$ cat src/design/epoch_seconds_to_calendar_unit_assert.svh
// ----------------------------------------------------------------------------
// Assertion macros for the epoch seconds to calendar unit
// Clocked on clk_i and disabled while rst_ni is low.
// ----------------------------------------------------------------------------
`ifndef EPOCH_SECONDS_TO_CALENDAR_UNIT_ASSERT_SVH
`define EPOCH_SECONDS_TO_CALENDAR_UNIT_ASSERT_SVH

// Same-cycle implication
`define ESC_ASSERT_NOW(label, ante, cons, msg) \
  label: assert property (@(posedge clk_i) disable iff (!rst_ni) (ante) |-> (cons)) \
    else $error(msg);

// Next-cycle implication
`define ESC_ASSERT_NEXT(label, ante, cons, msg) \
  label: assert property (@(posedge clk_i) disable iff (!rst_ni) (ante) |=> (cons)) \
    else $error(msg);

`endif

$ cat src/design/esc_pkg.sv
// ----------------------------------------------------------------------------
// esc_pkg
// Shared types, codes and constant tables of the epoch seconds to calendar
// unit.
// ----------------------------------------------------------------------------
`default_nettype none

package esc_pkg;

  // Field widths
  localparam int unsigned SecondsW = 32;
  localparam int unsigned YearW    = 12;
  localparam int unsigned DaysW    = 16;   // day count fits below 2^16
  localparam int unsigned RemW     = 7;    // largest divisor is 100
  localparam int unsigned CntW     = 2;

  // Divider pass: multiply step, then remainder step, then hand-off
  localparam logic [CntW-1:0] DivSteps = 2'd2;

  // Register index decoded from paddr[2]
  localparam logic REG_BASE_YEAR = 1'b0;

  // Controller states
  typedef enum logic [2:0] {
    ST_IDLE,
    ST_DIV,
    ST_YEAR,
    ST_MONTH,
    ST_DONE
  } state_e;

  // Divider passes: seconds, minutes, hours, then base year by 100
  typedef enum logic [1:0] {
    PH_SEC,
    PH_MIN,
    PH_HOUR,
    PH_CENT
  } phase_e;

  typedef struct packed {
    logic   div_load;
    phase_e div_sel;
    logic   div_mul;
    logic   div_rem;
    logic   year_init;
    logic   year_step;
    logic   month_init;
    logic   month_step;
    logic   out_load;
  } esc_cmd_t;

  typedef struct packed {
    logic year_done;
    logic month_done;
    logic out_hold;
  } esc_status_t;

  // Reciprocal of each divisor, exact for any 32-bit dividend; the
  // quotient is the product shifted right by 37 (by 36 for the hour pass)
  function automatic logic [SecondsW-1:0] div_magic(input phase_e ph);
    logic [SecondsW-1:0] m;
    unique case (ph) inside
      PH_SEC, PH_MIN: m = 32'h8888_8889;
      PH_HOUR:        m = 32'hAAAA_AAAB;
      PH_CENT:        m = 32'h51EB_851F;
      default:        m = 32'h8888_8889;
    endcase
    return m;
  endfunction

  function automatic logic [RemW-1:0] div_divisor(input phase_e ph);
    logic [RemW-1:0] d;
    unique case (ph) inside
      PH_SEC, PH_MIN: d = 7'd60;
      PH_HOUR:        d = 7'd24;
      PH_CENT:        d = 7'd100;
      default:        d = 7'd60;
    endcase
    return d;
  endfunction

  function automatic phase_e next_phase(input phase_e ph);
    phase_e n;
    unique case (ph)
      PH_SEC:  n = PH_MIN;
      PH_MIN:  n = PH_HOUR;
      PH_HOUR: n = PH_CENT;
      PH_CENT: n = PH_CENT;
      default: n = PH_SEC;
    endcase
    return n;
  endfunction

  // Month lengths of a common year
  function automatic logic [4:0] month_len(input logic [3:0] m);
    logic [4:0] d;
    case (m) inside
      4'd2:                      d = 5'd28;
      4'd4, 4'd6, 4'd9, 4'd11:   d = 5'd30;
      default:                   d = 5'd31;
    endcase
    return d;
  endfunction

endpackage

`default_nettype wire

$ cat src/design/esc_datapath.sv
// ----------------------------------------------------------------------------
// esc_datapath
// Shared reciprocal divider, year and month subtraction loops and the
// result register.
// ----------------------------------------------------------------------------
`default_nettype none

module esc_datapath
  import esc_pkg::*;
(
  input  wire logic                 clk_i,
  input  wire logic                 rst_ni,
  input  wire esc_cmd_t             cmd_i,
  output esc_status_t               status_o,
  input  wire logic [SecondsW-1:0]  seconds_since_epoch_i,
  input  wire logic [YearW-1:0]     base_year_i,
  output logic                      out_valid_o,
  input  wire logic                 out_stall_i,
  output logic [11:0]               year_o,
  output logic [3:0]                month_o,
  output logic [4:0]                day_of_month_o,
  output logic [4:0]                hour_o,
  output logic [5:0]                minute_o,
  output logic [5:0]                second_o
);

  logic [SecondsW-1:0] num_q, num_d;
  logic [SecondsW-1:0] quo_q, quo_d;
  logic [RemW-1:0]     rem_q, rem_d;
  logic [5:0]          sec_q, sec_d;
  logic [5:0]          min_q, min_d;
  logic [4:0]          hour_q, hour_d;
  logic [DaysW-1:0]    days_q, days_d;
  logic [YearW:0]      year_q, year_d;
  logic [RemW-1:0]     ymod_q, ymod_d;
  logic [1:0]          cent_q, cent_d;
  logic [3:0]          month_q, month_d;
  logic                out_valid_q, out_valid_d;

  logic [63:0]         prod;
  logic [SecondsW-1:0] quo_mul;
  logic [2*RemW-1:0]   qd_lo;
  logic [RemW-1:0]     rem_calc;
  logic [SecondsW-1:0] load_val;
  logic                leap;
  logic [8:0]          ylen;
  logic [4:0]          mlen;
  logic                year_done;
  logic                month_done;

  // Quotient by reciprocal multiplication of the held dividend
  assign prod    = {32'd0, num_q} * {32'd0, div_magic(cmd_i.div_sel)};
  assign quo_mul = (cmd_i.div_sel == PH_HOUR) ? {4'd0, prod[63:36]} : {5'd0, prod[63:37]};

  // Remainder fits in seven bits, so only the low bits of quotient times divisor count
  assign qd_lo    = {{RemW{1'b0}}, quo_q[RemW-1:0]} *
                    {{RemW{1'b0}}, div_divisor(cmd_i.div_sel)};
  assign rem_calc = num_q[RemW-1:0] - qd_lo[RemW-1:0];

  // Dividend of each pass: the input, the last quotient, or the base year
  always_comb begin
    case (cmd_i.div_sel) inside
      PH_SEC:          load_val = seconds_since_epoch_i;
      PH_MIN, PH_HOUR: load_val = quo_q;
      PH_CENT:         load_val = {{(SecondsW-YearW){1'b0}}, base_year_i};
      default:         load_val = seconds_since_epoch_i;
    endcase
  end

  // Leap rule from the low year bits, year mod 100 and century mod 4
  assign leap = ((year_q[1:0] == 2'd0) && (ymod_q != 7'd0)) ||
                ((ymod_q == 7'd0) && (cent_q == 2'd0));
  assign ylen = leap ? 9'd366 : 9'd365;
  assign mlen = month_len(month_q) + {4'd0, (month_q == 4'd2) && leap};

  assign year_done  = (days_q < {7'd0, ylen});
  assign month_done = (month_q == 4'd12) || (days_q < {11'd0, mlen});

  always_comb begin
    num_d   = num_q;
    quo_d   = quo_q;
    rem_d   = rem_q;
    sec_d   = sec_q;
    min_d   = min_q;
    hour_d  = hour_q;
    days_d  = days_q;
    year_d  = year_q;
    ymod_d  = ymod_q;
    cent_d  = cent_q;
    month_d = month_q;

    // Start a division pass and keep the remainder of the last one
    if (cmd_i.div_load) begin
      num_d = load_val;
      case (cmd_i.div_sel)
        PH_MIN:  sec_d = rem_q[5:0];
        PH_HOUR: min_d = rem_q[5:0];
        PH_CENT: begin
          hour_d = rem_q[4:0];
          days_d = quo_q[DaysW-1:0];
        end
        default: ;
      endcase
    end else if (cmd_i.div_mul) begin
      quo_d = quo_mul;
    end else if (cmd_i.div_rem) begin
      rem_d = rem_calc;
    end

    // Year loop: take away whole years
    if (cmd_i.year_init) begin
      year_d = {1'b0, base_year_i};
      ymod_d = rem_q;
      cent_d = quo_q[1:0];
    end else if (cmd_i.year_step && !year_done) begin
      days_d = days_q - {7'd0, ylen};
      year_d = year_q + 13'd1;
      if (ymod_q == 7'd99) begin
        ymod_d = '0;
        cent_d = cent_q + 2'd1;
      end else begin
        ymod_d = ymod_q + 7'd1;
      end
    end

    // Month loop: take away month lengths
    if (cmd_i.month_init) begin
      month_d = 4'd1;
    end else if (cmd_i.month_step && !month_done) begin
      days_d  = days_q - {11'd0, mlen};
      month_d = month_q + 4'd1;
    end
  end

  always_ff @(posedge clk_i) begin
    num_q   <= num_d;
    quo_q   <= quo_d;
    rem_q   <= rem_d;
    sec_q   <= sec_d;
    min_q   <= min_d;
    hour_q  <= hour_d;
    days_q  <= days_d;
    year_q  <= year_d;
    ymod_q  <= ymod_d;
    cent_q  <= cent_d;
    month_q <= month_d;
  end

  // Result register: load on command, drop valid once the transfer completes
  always_comb begin
    out_valid_d = out_valid_q;
    if (cmd_i.out_load) begin
      out_valid_d = 1'b1;
    end else if (!out_stall_i) begin
      out_valid_d = 1'b0;
    end
  end

  always_ff @(posedge clk_i or negedge rst_ni) begin
    if (!rst_ni) begin
      out_valid_q <= 1'b0;
    end else begin
      out_valid_q <= out_valid_d;
    end
  end

  always_ff @(posedge clk_i) begin
    if (cmd_i.out_load) begin
      year_o         <= year_q[YearW-1:0];
      month_o        <= month_q;
      day_of_month_o <= days_q[4:0] + 5'd1;
      hour_o         <= hour_q;
      minute_o       <= min_q;
      second_o       <= sec_q;
    end
  end

  assign out_valid_o         = out_valid_q;
  assign status_o.year_done  = year_done;
  assign status_o.month_done = month_done;
  assign status_o.out_hold   = out_valid_q && out_stall_i;

endmodule

`default_nettype wire

$ cat src/design/esc_ctrl.sv
// ----------------------------------------------------------------------------
// esc_ctrl
// Sequencer: runs the four divider passes, the year loop, the month loop
// and hands the result to the output register.
// ----------------------------------------------------------------------------
`default_nettype none

`include "epoch_seconds_to_calendar_unit_assert.svh"

module esc_ctrl
  import esc_pkg::*;
(
  input  wire logic        clk_i,
  input  wire logic        rst_ni,
  input  wire logic        in_valid_i,
  output logic             in_stall_o,
  input  wire esc_status_t status_i,
  output esc_cmd_t         cmd_o
);

  state_e          state_q, state_d;
  phase_e          phase_q, phase_d;
  logic [CntW-1:0] cnt_q, cnt_d;

  // Next state
  always_comb begin
    state_d = state_q;
    phase_d = phase_q;
    cnt_d   = cnt_q;
    unique case (state_q)
      ST_IDLE: begin
        if (in_valid_i) begin
          state_d = ST_DIV;
          phase_d = PH_SEC;
          cnt_d   = DivSteps;
        end
      end
      ST_DIV: begin
        if (cnt_q != '0) begin
          cnt_d = cnt_q - 2'd1;
        end else if (phase_q == PH_CENT) begin
          state_d = ST_YEAR;
        end else begin
          phase_d = next_phase(phase_q);
          cnt_d   = DivSteps;
        end
      end
      ST_YEAR: begin
        if (status_i.year_done) begin
          state_d = ST_MONTH;
        end
      end
      ST_MONTH: begin
        if (status_i.month_done) begin
          state_d = ST_DONE;
        end
      end
      ST_DONE: begin
        if (!status_i.out_hold) begin
          state_d = ST_IDLE;
        end
      end
      default: state_d = ST_IDLE;
    endcase
  end

  // Commands to the datapath
  always_comb begin
    cmd_o = '0;
    cmd_o.div_sel = PH_SEC;
    unique case (state_q)
      ST_IDLE: begin
        cmd_o.div_load = in_valid_i;
      end
      ST_DIV: begin
        if (cnt_q == DivSteps) begin
          cmd_o.div_mul = 1'b1;
          cmd_o.div_sel = phase_q;
        end else if (cnt_q != '0) begin
          cmd_o.div_rem = 1'b1;
          cmd_o.div_sel = phase_q;
        end else if (phase_q == PH_CENT) begin
          cmd_o.year_init = 1'b1;
        end else begin
          cmd_o.div_load = 1'b1;
          cmd_o.div_sel  = next_phase(phase_q);
        end
      end
      ST_YEAR: begin
        cmd_o.year_step  = 1'b1;
        cmd_o.month_init = status_i.year_done;
      end
      ST_MONTH: begin
        cmd_o.month_step = 1'b1;
      end
      ST_DONE: begin
        cmd_o.out_load = !status_i.out_hold;
      end
      default: ;
    endcase
  end

  assign in_stall_o = (state_q != ST_IDLE);

  always_ff @(posedge clk_i or negedge rst_ni) begin
    if (!rst_ni) begin
      state_q <= ST_IDLE;
      phase_q <= PH_SEC;
      cnt_q   <= '0;
    end else begin
      state_q <= state_d;
      phase_q <= phase_d;
      cnt_q   <= cnt_d;
    end
  end

  `ESC_ASSERT_NEXT(a_accept_starts_div,
                   in_valid_i && (state_q == ST_IDLE),
                   state_q == ST_DIV,
                   "accepted item did not start the divider")
  `ESC_ASSERT_NEXT(a_year_to_month,
                   (state_q == ST_YEAR) && status_i.year_done,
                   state_q == ST_MONTH,
                   "year loop end did not start the month loop")
  `ESC_ASSERT_NEXT(a_month_holds,
                   (state_q == ST_MONTH) && !status_i.month_done,
                   state_q == ST_MONTH,
                   "month loop left early")
  `ESC_ASSERT_NEXT(a_result_waits,
                   (state_q == ST_DONE) && status_i.out_hold,
                   state_q == ST_DONE,
                   "result dropped while output register held")

endmodule

`default_nettype wire

$ cat src/design/epoch_seconds_to_calendar_unit.sv
// Sequence from accept to result valid: reciprocal division (multiply, remainder,
// hand-off for each of four passes), the year loop (up to 136 years), the month
// loop (up to 11 months), then the result load, which waits while the output is held.
// Flow: one item at a time; the next transfer is taken the cycle after the result is loaded.
// Reset: asynchronous, active low; the base year resets to 2000, no result valid.
// ----------------------------------------------------------------------------
// epoch_seconds_to_calendar_unit
// Converts seconds since 1 January of a configurable epoch year into a
// Gregorian date and time of day.
// ----------------------------------------------------------------------------
`default_nettype none

module epoch_seconds_to_calendar_unit
  import esc_pkg::*;
(
  input  wire logic                clk_i,
  input  wire logic                rst_ni,
  // APB-style configuration port
  input  wire logic                psel,
  input  wire logic                penable,
  input  wire logic                pwrite,
  input  wire logic [2:0]          paddr,
  input  wire logic [31:0]         pwdata,
  output logic [31:0]              prdata,
  output logic                     pready,
  // Input channel
  input  wire logic                in_valid_i,
  output logic                     in_stall_o,
  input  wire logic [SecondsW-1:0] seconds_since_epoch_i,
  // Output channel
  output logic                     out_valid_o,
  input  wire logic                out_stall_i,
  output logic [11:0]              year_o,
  output logic [3:0]               month_o,
  output logic [4:0]               day_of_month_o,
  output logic [4:0]               hour_o,
  output logic [5:0]               minute_o,
  output logic [5:0]               second_o
);

  logic [YearW-1:0] base_year_q, base_year_d;
  logic             cfg_write;
  esc_cmd_t         cmd;
  esc_status_t      status;

  // Configuration register; writes to other addresses are dropped
  assign cfg_write = psel && penable && pwrite && pready;
  assign pready    = 1'b1;

  always_comb begin
    base_year_d = base_year_q;
    if (cfg_write && (paddr[2] == REG_BASE_YEAR)) begin
      base_year_d = pwdata[YearW-1:0];
    end
  end

  always_ff @(posedge clk_i or negedge rst_ni) begin
    if (!rst_ni) begin
      base_year_q <= 12'd2000;
    end else begin
      base_year_q <= base_year_d;
    end
  end

  assign prdata = (paddr[2] == REG_BASE_YEAR) ? {20'd0, base_year_q} : 32'd0;

  esc_ctrl u_ctrl (
    .clk_i      (clk_i),
    .rst_ni     (rst_ni),
    .in_valid_i (in_valid_i),
    .in_stall_o (in_stall_o),
    .status_i   (status),
    .cmd_o      (cmd)
  );

  esc_datapath u_datapath (
    .clk_i                 (clk_i),
    .rst_ni                (rst_ni),
    .cmd_i                 (cmd),
    .status_o              (status),
    .seconds_since_epoch_i (seconds_since_epoch_i),
    .base_year_i           (base_year_q),
    .out_valid_o           (out_valid_o),
    .out_stall_i           (out_stall_i),
    .year_o                (year_o),
    .month_o               (month_o),
    .day_of_month_o        (day_of_month_o),
    .hour_o                (hour_o),
    .minute_o              (minute_o),
    .second_o              (second_o)
  );

endmodule

`default_nettype wire

$ cat config.mk
export PLATFORM = sky130hd
export DESIGN_NAME = epoch_seconds_to_calendar_unit
export DESIGN_NICKNAME = d
export VERILOG_FILES = /design/src/design/esc_pkg.sv /design/src/design/esc_datapath.sv /design/src/design/esc_ctrl.sv /design/src/design/epoch_seconds_to_calendar_unit.sv
export VERILOG_INCLUDE_DIRS = /design/src /design/src/design
export SDC_FILE = /design/constraint.sdc
export NUM_CORES = 2
export LEC_CHECK = 0
export BUFFER_PORTS_ARGS = -buffer_cell sky130_fd_sc_hd__buf_4
export CORE_MARGIN = 2
export CORE_UTILIZATION = 65
export CTS_CLUSTER_DIAMETER = 120
export CTS_CLUSTER_SIZE = 16
export DETAILED_ROUTE_END_ITERATION = 8
export GPL_TIMING_DRIVEN = 0
export PLACE_DENSITY = 0.81
export RECOVER_POWER = 25
export SKIP_CTS_REPAIR_TIMING = 1
export SLEW_MARGIN = 0
export SYNTH_ARGS = -nofsm -noshare
export SYNTH_HDL_FRONTEND = slang
export SYNTH_SLANG_ARGS = --single-unit
$ cat constraint.sdc
create_clock -name clk_i -period 16.2 [get_ports clk_i]
set_clock_uncertainty 0.2 [all_clocks]
set_input_delay 4.86 -clock clk_i [delete_from_list [all_inputs] [get_ports clk_i]]
set_output_delay 4.86 -clock clk_i [all_outputs]
set_load 0.1 [all_outputs]
Yosys cells after proc, flatten, opt, wreduce, memory -nomap -nowiden --
Index checks and enable logic that the tools add are counted.
Operators by class: add/sub/neg operators 10, multipliers 2, $lt $le $gt $ge 2, eq/ne operators 27, muxes and demuxes 57, bitwise gates (word level) 3, reductions and logical operators 37
Operators by type and width (number):
- 16-bit 2-to-1 mux | 6
- 32-bit 2-to-1 mux | 3
- 32-bit by 32-bit multiplier with 64-bit output | 1
- 32-bit case mux with 2 select lines | 1
- 12-bit 2-to-1 mux | 3
- 2-bit 2-to-1 mux | 14
- 27-bit 2-to-1 mux | 1
- 3-bit 2-to-1 mux | 7
- 7-bit 2-to-1 mux | 3
- 16-bit by 5-bit less-than comparator with 1-bit output | 1
- 16-bit by 9-bit less-than comparator with 1-bit output | 1
- 16-bit by 5-bit subtractor with 16-bit output | 1
- 16-bit by 9-bit subtractor with 16-bit output | 1
- 3-bit case mux with 5 select lines | 1
- 7-bit case mux with 2 select lines | 1
- 13-bit by 1-bit adder with 13-bit output, second input constant | 1
- 4-bit == test, second input constant | 3
- 2-bit != test, second input constant | 6
- 1-bit 2-to-1 mux | 11
- 2-bit == test, second input constant | 5
- 5-bit 2-to-1 mux | 2
- 2-bit AND reduction | 5
- 1-bit logical AND | 9
- 4-bit by 3-bit == test with 1-bit output, second input constant | 2
- other kinds (33) | 49
Word-level totals: flip-flop bits (word level) 188, output and inout port bits 73

Logic depth before layout (Yosys ltp) --
word-level depth 13, mapped depth 38, mapped depth without buffers 34

By module --
A second synthesis with hierarchy kept.
Second synthesis, totals: cells, all modules 3402, area total of the unflattened synthesis 35140.0 sq um
By module, submodules not included:
- esc_datapath | instances 1, cells each 3270, area each 33763.6 sq um, sequential area each 4719.5 sq um
- epoch_seconds_to_calendar_unit | instances 1, cells each 62, area each 762.0 sq um, sequential area each 307.8 sq um
- esc_ctrl | instances 1, cells each 70, area each 614.3 sq um, sequential area each 175.2 sq um

Worst setup path before layout --
No wires, ideal clock.
path type input to output, from input port paddr[2], to output port prdata[10], data arrival time 6393 ps, required time 11140 ps, path slack 4747 ps, cell stages on the path 2, cell sequence clkbuf_1 > nor2b_1
On the way: cells in the longest elaborated chain, start to end 1
Ends and longest elaborated chain:
- start, declared | RTL line epoch_seconds_to_calendar_unit.sv:22 | input wire logic [2:0] paddr,
- 12-bit 2-to-1 mux | RTL line epoch_seconds_to_calendar_unit.sv:65 | assign prdata = (paddr[2] == REG_BASE_YEAR) ? {20'd0, base_year_q} : 32'd0;
- end, declared | RTL line epoch_seconds_to_calendar_unit.sv:24 | output logic [31:0] prdata,
Every way passes these cells.

Final worst setup path --
from register u_ctrl.state_q[0], to register u_datapath.quo_q[26] (data pin)
On the way: cells in the longest elaborated chain, start to end 6, elaborated cells between the ends (all ways) 7, classes of those cells 1 x mul; 3 x eq/ne; 3 x mux
Ends and longest elaborated chain:
- start, declared | RTL line esc_ctrl.sv:21 | state_e state_q, state_d;
- start signal, assigned | RTL line esc_ctrl.sv:111 | state_q <= state_d;
- 3-bit by 1-bit == test with 1-bit output * | RTL line esc_ctrl.sv:71 | unique case (state_q)
- 5-bit 2-to-1 mux * | RTL line esc_ctrl.sv:71
- 2-bit == test (on tied branches) | RTL line esc_datapath.sv:52, esc_datapath.sv:53
- 32-bit case mux with 2 select lines | RTL line esc_pkg.sv:62 | unique case (ph) inside
- 32-bit by 32-bit multiplier with 64-bit output | RTL line esc_datapath.sv:52 | assign prod = {32'd0, num_q} * {32'd0, div_magic(cmd_i.div_sel)};
- 27-bit 2-to-1 mux * | RTL line esc_datapath.sv:53 | assign quo_mul = (cmd_i.div_sel == PH_HOUR) ? {4'd0, prod[63:36]} : {5'd0, prod[63:37]};
- via u_datapath.quo_mul[26] | RTL line esc_datapath.sv:41 | logic [SecondsW-1:0] quo_mul;
- end signal, assigned | RTL line esc_datapath.sv:137 | quo_q <= quo_d;
- end, declared | RTL line esc_datapath.sv:28 | logic [SecondsW-1:0] quo_q, quo_d;
Mark *: on every way through the listed nets, which the timed path passes. The rest lies on a longest branch. A chain may end at the register's enable or synchronous reset.

==> impl_metrics.env <==
export IMPL_wire_per_inst_um=24.5
export IMPL_clk_latency_ps=460
export IMPL_violations="max-capacitance violations, max-slew violations"
export IMPL_cp_num_buf_inv=11
export IMPL_fmax_ghz=0.0826
export IMPL_ant_nets=0
export IMPL_drc=0
export IMPL_slew_violations=29
export IMPL_die_x_um=237
export IMPL_setup_viol=0
export IMPL_core_sq_mm=0.0537
export IMPL_rsz0062_at_grt="no"
export IMPL_grt_max_degree=30
export IMPL_hold_path_depth=0
export IMPL_ys_warn_count=0
export IMPL_tightest_slew_ps=1890
export IMPL_placed_cell_area_sq_mm=0.0371
export IMPL_cts_sinks=183
export IMPL_cts_max_level=4
export IMPL_worstRegToRegCells=33
export IMPL_rows=85
export IMPL_dr_first_iter_drc_count=2512
export IMPL_syn_to_final_growth_pct=6.92
export IMPL_grt_use_met1_pct=50.7
export IMPL_synth_area_leaders="fa_1, ha_1, edfxtp_1"
export IMPL_busiest_layer="met2"
export IMPL_dr_pass1_iters=6
export IMPL_synth_top_area_share_pct=38.1
export IMPL_crit_family="adder cells"
export IMPL_grt_use_total_pct=39.2
export IMPL_netlist_top_cell_by_area="fa_1"
export IMPL_max_cap_violations=1
export IMPL_gr_total_overflow=0
export IMPL_setup_tns_ps=0
export IMPL_hpwl_mm=90.9
export IMPL_finalCriticalPeriod_ps=12110
export IMPL_via_per_inst=5.92
export IMPL_worstSetupStartpointType="register"
export IMPL_pin_count=147
export IMPL_grtUsageMet3_pct=6.85
export IMPL_hp_class="reg -> reg"
export IMPL_nNetsFinal=4794
export IMPL_status="finished with violations"
export IMPL_postSynthAreaPerCell_sq_um=10.3
export IMPL_grt_pass1_vias=26900
export IMPL_cts_root_buf="clkbuf_16"
export IMPL_ys_ff_latch=183
export IMPL_vias=25300
export IMPL_antenna_found_initial=3
export IMPL_gp_congestion=1.07
export IMPL_use_met2_pct=61.6
export IMPL_crit_cells=33
export IMPL_syn_area_sq_mm=0.0353
export IMPL_stdcell_area_sq_mm=0.0377
export IMPL_fin_util_pct=70.3
export IMPL_final_common_cell="inv_1"
export IMPL_yosysUniqueCellTypes=97
export IMPL_cp_end_kind="register"
export IMPL_final_hold_viol_count=0
export IMPL_min_period_over_period_pct=74.8
export IMPL_critPathArrivalTime_ps=12060
export IMPL_cp_required_ps=16150
export IMPL_cpPeakStageDelay_ps=970
export IMPL_port_buffers=103
export IMPL_path_clk_slew_ps=80
export IMPL_slew_headroom_pct=-26.3
export IMPL_final_cell_mix="inv_1, fa_1, ha_1"
export IMPL_synth_enable_flop_cells=143
export IMPL_cts_tree="done"
export IMPL_routed_wirelength_mm=105
export IMPL_critPathMaxFanout=11
export IMPL_ys_seq_area_share_pct=14.7
export IMPL_grt_pass1_wl_mm=161
export IMPL_crit_type="reg -> reg"
export IMPL_fp_dieH_um=237
export IMPL_drive_gt1_share_pct=7.07
export IMPL_cp_slowest_cell="nor2_1"
export IMPL_cts_made_buffers=17
export IMPL_clockBufferDepth=2
export IMPL_die_area_sq_mm=0.0562
export IMPL_syn_inst=3421
export IMPL_postSynth_asyncResetShare_pct=10.9
export IMPL_start_util_pct=65.7
export IMPL_synth_flop_cell="edfxtp_1"
[final cells by class]
| class | count | area [sq um] |
|---|---|---|
| multi-input cells | 2285 | 26400 |
| fillers | 4104 | 16000 |
| well taps | 696 | 871 |
| flip-flops and latches | 183 | 5200 |
| clock buffers | 17 | 425 |
| plain buffers | 98 | 469 |
| inverters | 877 | 3290 |
| clock inverters | 15 | 199 |
| repair buffers | 106 | 836 |
| diodes | 4 | 10.0 |
[per-layer routing]
| layer | up-vias | share of wire, % | wire [um] |
|---|---|---|---|
| li1 | 11100 | - | - |
| met1 | 12700 | 38 | 40000 |
| met2 | 1258 | 45 | 47800 |
| met3 | 364 | 8.4 | 8860 |
| met4 | 0 | 8.0 | 8390 |
| met5 | - | 0 | 0 |
[sequential cells by signal, indices dropped and copies added, names as in the netlist, 7 cells and up]
signal and cells:
u_datapath.year_q 12, u_datapath.days_q 16, u_datapath.quo_q 28, u_datapath.num_q 32, u_datapath.year_o 12, base_year_q 12
u_datapath.ymod_q 7, u_datapath.rem_q 7
[cell usage after synthesis (26+ instances only)]
library cell and number:
inv_1 871, fa_1 672, ha_1 480, nand2_1 183
edfxtp_1 143, nor2_1 123, o21ai_0 96, xnor2_1 95
a21oi_1 89, clkbuf_1 54, a21o_1 48, nor2b_1 45
and2_1 31, nand3_1 31, xor2_1 30, nand4_1 28
a22oi_1 27, nor3_1 26
[cell families (layout without fill, tap and decap cells)]
| logic type | Yosys count | count (layout) | synth area share (%) |
|---|---|---|---|
| flops | 183 | 183 | 14.7 |
| fa+ha+maj | 1154 | 1154 | 55.2 |
| other cells | 2 | 28 | 0.0213 |
| mux | 29 | 29 | 0.911 |
| xor+xnor | 125 | 125 | 3.10 |
| simple gates | 537 | 537 | 7.33 |
| buf+inv | 975 | 1113 | 10.7 |
| compound gates | 416 | 416 | 8.03 |
[metrics by stage]
step                cells  hold slack (ps)  setup WS (ps)
finish               4281              220           4090
global route         4278              231           3830
CTS                  4277              222           4450
detailed placement   4245              205           4480
global placement     4242              200           4640
floorplan            3443              200           4750
[final timing paths]
kind                                      from                     end  slack, ps
max in group asynchronous               rst_ni         base_year_q[10]      11450
setup reg to reg             u_ctrl.state_q[0]    u_datapath.quo_q[26]       4090
setup / recovery             u_ctrl.state_q[0]    u_datapath.quo_q[26]       4090
min in group asynchronous               rst_ni          base_year_q[0]       4070
hold reg to reg            u_datapath.sec_q[1]  u_datapath.second_o[1]        220
hold / removal             u_datapath.sec_q[1]  u_datapath.second_o[1]        220
Power is left out: the tool's default activity adds up to more than one toggle a clock period on the data nets, which glitch-free logic cannot reach.
